<file path="config.mk">
export PLATFORM = sky130hd
export DESIGN_NAME = rgb_to_hsv
export DESIGN_NICKNAME = d
export VERILOG_FILES = /design/src/rtl/r2h_pkg.sv /design/src/rtl/rgb_to_hsv.sv /design/src/rtl/r2h_front.sv /design/src/rtl/r2h_div.sv
export SDC_FILE = /design/constraint.sdc
export NUM_CORES = 1
export LEC_CHECK = 0
export BUFFER_PORTS_ARGS = -buffer_cell sky130_fd_sc_hd__buf_2
export CORE_UTILIZATION = 30
export DETAILED_ROUTE_END_ITERATION = 12
export PLACE_DENSITY_LB_ADDON = 0.1
export SYNTH_ARGS = -nofsm -noshare
export SYNTH_HDL_FRONTEND = slang
export SYNTH_SLANG_ARGS = --single-unit
</file>
<file path="constraint.sdc">
create_clock -name clk_i -period 15.6 [get_ports clk_i]
set_input_delay 2.34 -clock clk_i [delete_from_list [all_inputs] [get_ports clk_i]]
set_output_delay 2.34 -clock clk_i [all_outputs]
set_load 0.02 [all_outputs]
</file>
<file path="src/rtl/r2h_pkg.sv">
`default_nettype none

package r2h_pkg;

  // Widths of the pixel and result fields.
  localparam int CH_W  = 8;
  localparam int HUE_W = 9;
  localparam int PCT_W = 7;

  // Pipelined divider: dividend, divisor and quotient widths.
  localparam int DIV_DW = 9;
  localparam int DIV_QW = 9;
  localparam int DIV_NW = DIV_DW + DIV_QW;

  // Front stages, one stage per quotient bit, and the output stage.
  localparam int FRONT_STAGES = 2;
  localparam int PIPE_STAGES  = FRONT_STAGES + DIV_QW + 1;

  // Arithmetic constants.
  localparam logic [HUE_W-1:0]  HUE_FULL  = HUE_W'(360);
  localparam logic [DIV_NW-1:0] PCT_SCALE = DIV_NW'(200);

  // Brightness by reciprocal multiplication: (mx * VAL_MUL + VAL_RND) >> VAL_SHIFT
  // equals mx * 100 / 255 rounded to nearest for every eight-bit mx.
  localparam int                VAL_PW    = 32;
  localparam int                VAL_SHIFT = 24;
  localparam logic [VAL_PW-1:0] VAL_MUL   = VAL_PW'(6579400);
  localparam logic [VAL_PW-1:0] VAL_RND   = VAL_PW'(8388735);

  // Which channel holds the maximum.
  typedef enum logic [1:0] {
    SEC_RED,
    SEC_GREEN,
    SEC_BLUE
  } r2h_sector_e;

  // Side information and the finished brightness that travel alongside the quotients.
  typedef struct packed {
    logic             hue_neg;
    logic             grey;
    logic             black;
    logic [PCT_W-1:0] val;
  } r2h_tag_t;

endpackage

`default_nettype wire

</file>
<file path="src/rtl/rgb_to_hsv.sv">
// Channel  | Direction | Handshake           | Payload
// pixel    | in        | valid_i / ready_o   | red_i, green_i, blue_i (8 bits each)
// result   | out       | valid_o / ready_i   | hue_o (9), saturation_o (7), brightness_o (7)
//
// One pixel is accepted per cycle while ready_o is high; its result is offered after
// passing through twelve register stages: two front stages, nine divider
// stages (one quotient bit each) and the output register.
// The number of divider stages is set by the nine-bit quotient of the hue and saturation divider lanes.
// Reset clears the valid bits of every stage; payload registers are not reset.
// A stall at the output stops only the stages behind occupied ones, so bubbles close
// up and nothing is lost or repeated.
`default_nettype none

module rgb_to_hsv import r2h_pkg::*; (
  input  wire logic             clk_i,
  input  wire logic             rst_ni,
  input  wire logic             valid_i,
  output logic                  ready_o,
  input  wire logic [CH_W-1:0]  red_i,
  input  wire logic [CH_W-1:0]  green_i,
  input  wire logic [CH_W-1:0]  blue_i,
  output logic                  valid_o,
  input  wire logic             ready_i,
  output logic      [HUE_W-1:0] hue_o,
  output logic      [PCT_W-1:0] saturation_o,
  output logic      [PCT_W-1:0] brightness_o
);

  logic [PIPE_STAGES-1:0] v_d, v_q;
  logic [PIPE_STAGES:0]   rdy;

  logic [DIV_NW-1:0] hue_num, sat_num;
  logic [DIV_DW-1:0] hue_den, sat_den;
  logic [DIV_QW-1:0] hue_quo, sat_quo;
  logic [DIV_QW-1:0] div_en;
  r2h_tag_t          front_tag;
  r2h_tag_t          tag_q [DIV_QW];

  logic [HUE_W-1:0] hue_d, hue_q;
  logic [PCT_W-1:0] sat_d, sat_q, val_d, val_q;

  // A stage takes a new item when it is empty or its own item moves on.
  always_comb begin
    rdy[PIPE_STAGES] = ready_i;
    for (int s = PIPE_STAGES - 1; s >= 0; s--) begin
      rdy[s] = !v_q[s] || rdy[s+1];
    end
    v_d[0] = rdy[0] ? valid_i : v_q[0];
    for (int s = 1; s < PIPE_STAGES; s++) begin
      v_d[s] = rdy[s] ? v_q[s-1] : v_q[s];
    end
  end

  always_ff @(posedge clk_i or negedge rst_ni) begin
    if (!rst_ni) begin
      v_q <= '0;
    end else begin
      v_q <= v_d;
    end
  end

  assign ready_o = rdy[0];
  assign div_en  = rdy[FRONT_STAGES +: DIV_QW];

  // Sector, spread and dividend set-up.
  r2h_front u_front (
    .clk_i     (clk_i),
    .rst_ni    (rst_ni),
    .en_i      (rdy[FRONT_STAGES-1:0]),
    .red_i     (red_i),
    .green_i   (green_i),
    .blue_i    (blue_i),
    .hue_num_o (hue_num),
    .hue_den_o (hue_den),
    .sat_num_o (sat_num),
    .sat_den_o (sat_den),
    .tag_o     (front_tag)
  );

  // Two divider lanes advancing in step.
  r2h_div u_hue_div (
    .clk_i (clk_i),
    .en_i  (div_en),
    .num_i (hue_num),
    .den_i (hue_den),
    .quo_o (hue_quo)
  );

  r2h_div u_sat_div (
    .clk_i (clk_i),
    .en_i  (div_en),
    .num_i (sat_num),
    .den_i (sat_den),
    .quo_o (sat_quo)
  );

  // The special-case flags and the brightness follow their item through the divider.
  for (genvar s = 0; s < DIV_QW; s++) begin : g_tag
    always_ff @(posedge clk_i) begin
      if (div_en[s]) begin
        tag_q[s] <= (s == 0) ? front_tag : tag_q[(s == 0) ? 0 : s - 1];
      end
    end
  end

  // Negative red-sector hues wrap round; grey and black pixels give zero.
  always_comb begin
    if (tag_q[DIV_QW-1].grey) begin
      hue_d = '0;
    end else if (tag_q[DIV_QW-1].hue_neg && hue_quo != '0) begin
      hue_d = HUE_FULL - HUE_W'(hue_quo);
    end else begin
      hue_d = HUE_W'(hue_quo);
    end
    sat_d = tag_q[DIV_QW-1].black ? '0 : sat_quo[PCT_W-1:0];
    val_d = tag_q[DIV_QW-1].val;
  end

  always_ff @(posedge clk_i) begin
    if (rdy[PIPE_STAGES-1]) begin
      hue_q <= hue_d;
      sat_q <= sat_d;
      val_q <= val_d;
    end
  end

  assign valid_o      = v_q[PIPE_STAGES-1];
  assign hue_o        = hue_q;
  assign saturation_o = sat_q;
  assign brightness_o = val_q;

endmodule

`default_nettype wire

</file>
<file path="src/rtl/r2h_front.sv">
`default_nettype none

module r2h_front import r2h_pkg::*; (
  input  wire logic                    clk_i,
  input  wire logic                    rst_ni,
  input  wire logic [FRONT_STAGES-1:0] en_i,
  input  wire logic [CH_W-1:0]         red_i,
  input  wire logic [CH_W-1:0]         green_i,
  input  wire logic [CH_W-1:0]         blue_i,
  output logic      [DIV_NW-1:0]       hue_num_o,
  output logic      [DIV_DW-1:0]       hue_den_o,
  output logic      [DIV_NW-1:0]       sat_num_o,
  output logic      [DIV_DW-1:0]       sat_den_o,
  output r2h_tag_t                     tag_o
);

  logic [CH_W-1:0] mx_d, mx_q, delta_d, delta_q, mag_d, mag_q, mn;
  logic            neg_d, neg_q;
  r2h_sector_e     sector_d, sector_q;
  logic [CH_W:0]   diff;

  logic [DIV_NW-2:0] term60, base_term, num;
  logic [DIV_NW-1:0] hue_num_d, sat_num_d;
  logic [DIV_DW-1:0] hue_den_d, sat_den_d;
  logic [VAL_PW-1:0] val_prod;
  r2h_tag_t          tag_d;

  // Stage A: maximum channel with red winning ties, then green; minimum and spread.
  always_comb begin
    if (red_i >= green_i && red_i >= blue_i) begin
      sector_d = SEC_RED;
      mx_d     = red_i;
      diff     = {1'b0, green_i} - {1'b0, blue_i};
    end else if (green_i >= blue_i) begin
      sector_d = SEC_GREEN;
      mx_d     = green_i;
      diff     = {1'b0, blue_i} - {1'b0, red_i};
    end else begin
      sector_d = SEC_BLUE;
      mx_d     = blue_i;
      diff     = {1'b0, red_i} - {1'b0, green_i};
    end
    mn = red_i;
    if (green_i < mn) mn = green_i;
    if (blue_i < mn) mn = blue_i;
    delta_d = mx_d - mn;
    neg_d   = diff[CH_W];
    mag_d   = neg_d ? CH_W'(-diff) : diff[CH_W-1:0];
  end

  always_ff @(posedge clk_i) begin
    if (en_i[0]) begin
      mx_q     <= mx_d;
      delta_q  <= delta_d;
      mag_q    <= mag_d;
      neg_q    <= neg_d;
      sector_q <= sector_d;
    end
  end

  // Stage B: the hue numerator is the sector base times the spread plus or minus
  // sixty times the channel difference; every quotient is set up for rounding.
  // Brightness is finished here by a reciprocal multiplication.
  always_comb begin
    term60 = (DIV_NW-1)'(mag_q) * (DIV_NW-1)'(60);
    unique case (sector_q)
      SEC_GREEN: base_term = (DIV_NW-1)'(delta_q) * (DIV_NW-1)'(120);
      SEC_BLUE:  base_term = (DIV_NW-1)'(delta_q) * (DIV_NW-1)'(240);
      default:   base_term = '0;
    endcase
    if (sector_q == SEC_RED) begin
      num = term60;
    end else if (neg_q) begin
      num = base_term - term60;
    end else begin
      num = base_term + term60;
    end
    hue_num_d = {num, 1'b0} + DIV_NW'(delta_q);
    hue_den_d = {delta_q, 1'b0};
    sat_num_d = DIV_NW'(delta_q) * PCT_SCALE + DIV_NW'(mx_q);
    sat_den_d = {mx_q, 1'b0};
    val_prod  = VAL_PW'(mx_q) * VAL_MUL + VAL_RND;
    tag_d.hue_neg = (sector_q == SEC_RED) && neg_q;
    tag_d.grey    = (delta_q == '0);
    tag_d.black   = (mx_q == '0);
    tag_d.val     = val_prod[VAL_SHIFT +: PCT_W];
  end

  always_ff @(posedge clk_i) begin
    if (en_i[1]) begin
      hue_num_o <= hue_num_d;
      hue_den_o <= hue_den_d;
      sat_num_o <= sat_num_d;
      sat_den_o <= sat_den_d;
      tag_o     <= tag_d;
    end
  end

  // The front stages hold payload only; the reset is used by the valid chain in rgb_to_hsv.
  logic unused_rst;
  assign unused_rst = rst_ni;

endmodule

`default_nettype wire

</file>
<file path="src/rtl/r2h_div.sv">
`default_nettype none

module r2h_div import r2h_pkg::*; (
  input  wire logic              clk_i,
  input  wire logic [DIV_QW-1:0] en_i,
  input  wire logic [DIV_NW-1:0] num_i,
  input  wire logic [DIV_DW-1:0] den_i,
  output logic      [DIV_QW-1:0] quo_o
);

  logic [DIV_NW-1:0] rem_q [DIV_QW];
  logic [DIV_DW-1:0] den_q [DIV_QW];
  logic [DIV_QW-1:0] quo_q [DIV_QW];

  // One restoring step per stage, most significant quotient bit first.
  for (genvar s = 0; s < DIV_QW; s++) begin : g_stage
    localparam int Bit = DIV_QW - 1 - s;

    logic [DIV_NW-1:0] rem_in, shifted;
    logic [DIV_DW-1:0] den_in;
    logic [DIV_QW-1:0] quo_in, quo_bit;
    logic              fit;

    if (s == 0) begin : g_first
      assign rem_in = num_i;
      assign den_in = den_i;
      assign quo_in = '0;
    end else begin : g_next
      assign rem_in = rem_q[s-1];
      assign den_in = den_q[s-1];
      assign quo_in = quo_q[s-1];
    end

    assign shifted = DIV_NW'(den_in) << Bit;
    assign fit     = (rem_in >= shifted);
    assign quo_bit = DIV_QW'(fit) << Bit;

    always_ff @(posedge clk_i) begin
      if (en_i[s]) begin
        rem_q[s] <= fit ? rem_in - shifted : rem_in;
        den_q[s] <= den_in;
        quo_q[s] <= quo_in | quo_bit;
      end
    end
  end

  assign quo_o = quo_q[DIV_QW-1];

endmodule

`default_nettype wire

</file>
==> key figures <==
Setup path
  • Worst-path fanout max: 62
  • WS Path Type: in2out
  • WP data required: 13.26 ns
  • Critical Path Start Type: input port
  • Reg2reg setup slack: 9.65 ns
  • Worst r2r dst: u_front.hue_num_o[16]
  • Reg2reg start: u_front.mag_q[0]
  • CP endpoint kind: output port
  • FF-to-FF path depth: 19
  • Worst Path Arrival: 5.58 ns

Yosys
  • Seq/Total Area, Yosys: 51.8%
  • Post-Syn Nets: 3653
  • Mean Syn Cell Area: 11.7 µm²
  • Asr flop ratio synth: 1.85%
  • Post-synth EDFFs: 638
  • Post-Syn Instances: 3223
  • Ys Warns: 0
  • Ys flop type: edfxtp_1
  • Yosys reg bits: 650
  • Yosys cell types: 92
  • Mapped Area: 37600 µm²

STA
  • Fin Setup TNS: 0 ns
  • Final min period: 7.92 ns
  • Final-report setup violation count: 0
  • Final count of hold timing violations: 0
  • Max Fclk: 126 MHz
  • Hold WS: 0.397 ns
  • Slew headroom: 27.4%
  • Worst slew pin tran: 1.08 ns
  • Clock skew: 0.0272 ns
  • RSZ-0062 raised after global routing: false
  • Max Slew Vio Count: 0
  • Crit share post-route: 50.8%

Floorplan
  • Die Area: 127000 µm²
  • I/O pin total: 53
  • Initial core utilization: 30.3%
  • Die Ht: 356 µm
  • Cell Rows: 129
  • Die Width: 356 µm
  • Core footprint: 124000 µm²

Routing
  • Iteration-0 DRC count of the detailed router: 819
  • Vias/cell: 4.58
  • Via count: 23.0k
  • Drt drc: 14
  • Post-route ant nets: 0
  • DR WL/cell: 15.2 µm
  • First-pass DRT Iterations: 9
  • Total wire length: 76500 µm

CTS
  • Num Clock Sinks: 650
  • Cts repair resizes: 0
  • Clock Latency Late Sink: 0.65 ns
  • CTS tree: done
  • # hold bufs at CTS: 0
  • CTS buffer count: 79
  • H-tree depth: 3
  • CTS Root Cell: clkbuf_16
  • CTS Buffer Depth: 3
  • Post-CTS setup buffer count: 0
  • Clock transition at the registers of the reported paths: 0.05 ns

Run
  • Maxcap violations: 0

Global route
  • Pin count of the biggest net entering global routing: 74
  • GRT Overall Usage: 12.2%
  • Via count of the first global-routing pass: 23.7k
  • GRT overflow: 0
  • First-pass GRT wire length: 125000 µm
  • Initial antenna violation count: 2

Place
  • Hpwl dp: 60100 µm
  • I/O Buffers: 52
  • RD Place Congestion: 0.853
  • Number of placed instances with taps included: 4883
  • Placed cell areas: 39900 µm²

Finish
  • Nets@finish: 3757
  • Post-layout instance area: 42500 µm²
  • Reg area: 19500 µm²
  • Final cell count without fillers: 5026
  • Share of cells above drive strength 1: 7.67%
  • Ant diodes: 0
  • Area of the multi-input gates: 16500 µm²
  • # fillers: 12.4k
  • Area Overhead vs Synth: 13.0%

Min path
  • Worst min-delay path class: reg2reg
  • Hold path start: tag_q[0][30]
  • Hold Crit Endpoint: tag_q[0][40]
  • Worst hold stages: 0

Run status
  • Failing checks: design-rule violations
  • Status: finished with violations
## kinds of logic (layout without fill, tap and decap cells)
logic type                 Yosys count  count (layout)  synth area share (%)
AOI/OAI and AO/OA                  635             635                  10.9
xor gates and xnor gates           231             231                  5.42
adders and majority gates          402             402                  14.8
buffers and inverters              425             591                  4.29
DFF                                650             650                  51.8
muxes                               59              59                  1.70
and+or+nand+nor                    821             821                  11.1
## cells in the final DEF, fill, tap and decap left out, drive strengths merged, types with 42 or more instances in the layout
master / instances
o21ai: 168
nor4: 42
edfxtp: 638
a21oi: 167
ha: 330
nor3: 50
xor2: 106
a21o: 72
inv: 383
buf: 65
xnor2: 124
nand2b: 51
nor2b: 76
nor2: 225
nand2: 173
fa: 72
clkbuf: 105
## worst max path at each step
stage	slack (ns)	endpoint	from	cells after the start
global placement	7.61	u_front.delta_q[7]	green_i[2]	28
floorplan	6.50	ready_o	ready_i	7
detailed placement	7.59	u_front.delta_q[7]	green_i[6]	27
finish	7.68	ready_o	ready_i	10
CTS	7.60	ready_o	ready_i	10
global route	7.27	ready_o	ready_i	10
## cell usage after synthesis (all sizes together), types with 19 or more instances
| master | instances | area [µm²] |
|---|---|---|
| a211oi | 19 | 153 |
| a21boi | 41 | 308 |
| a21o | 72 | 542 |
| a21oi | 167 | 840 |
| clkbuf | 35 | 143 |
| edfxtp | 638 | 19200 |
| fa | 72 | 1440 |
| ha | 330 | 4130 |
| inv | 380 | 1430 |
| mux2 | 35 | 398 |
| mux2i | 24 | 240 |
| nand2 | 173 | 649 |
| nand2b | 51 | 319 |
| nand3 | 35 | 175 |
| nand4 | 41 | 257 |
| nor2 | 225 | 845 |
| nor2b | 76 | 475 |
| nor3 | 50 | 262 |
| nor4 | 42 | 263 |
| o21a | 26 | 195 |
| o21ai | 168 | 841 |
| o31ai | 22 | 165 |
| xnor2 | 124 | 1090 |
| xor2 | 106 | 928 |
## state kept, by name, summed over array words and instances (netlist names), 8 cells and up
register and flops:
u_hue_div.rem_q 144, u_front.sat_den_o 8, u_front.delta_q 8, u_hue_div.quo_q 45, u_front.hue_num_o 18, u_sat_div.den_q 41, u_hue_div.den_q 41, hue_o 9
u_front.mx_q 8, tag_q 90, u_front.sat_num_o 14, u_sat_div.quo_q 28, v_q 12, u_front.tag_o 10, u_front.mag_q 8, u_sat_div.rem_q 144
## metal layers
layer  GRT usage (%)  vias to the layer above  wire length (µm)
met5               0                        -                30
met4            4.43                        4              2550
met3            2.07                      151              2220
met2            21.5                      269             37500
met1            14.8                    10800             34200
li1                -                    11900                 -
## final cells by class
class                           count  area share [%]
Multi-Input combinational cell   2148            39.0
Clock inverter                     38            1.05
Timing Repair Buffer               65           0.843
Sequential cell                   650            45.8
Clock buffer                      105            5.10
Inverter                          383            3.39
Tap cell                         1637            4.82
## worst max-delay path: stages
cell and delay (ns):
buf_2 0.10, nor2b_1 0.39, nand2_1 0.14, nor2_1 0.26, and2_1 0.33, nand3_4 0.67
nor2_1 0.66, nand4_1 0.16, buf_4 0.28, buf_2 0.22
## per-stage QoR
stage               util (%)  worst slack (ns)
floorplan                  -              6.50
global placement        32.1              7.61
detailed placement      32.1              7.59
CTS                     34.3              7.60
global route            34.3              7.27
finish                  34.3              7.68
Power is left out: the tool's default activity adds up to more than one toggle a clock period on the data nets, which glitch-free logic cannot reach.
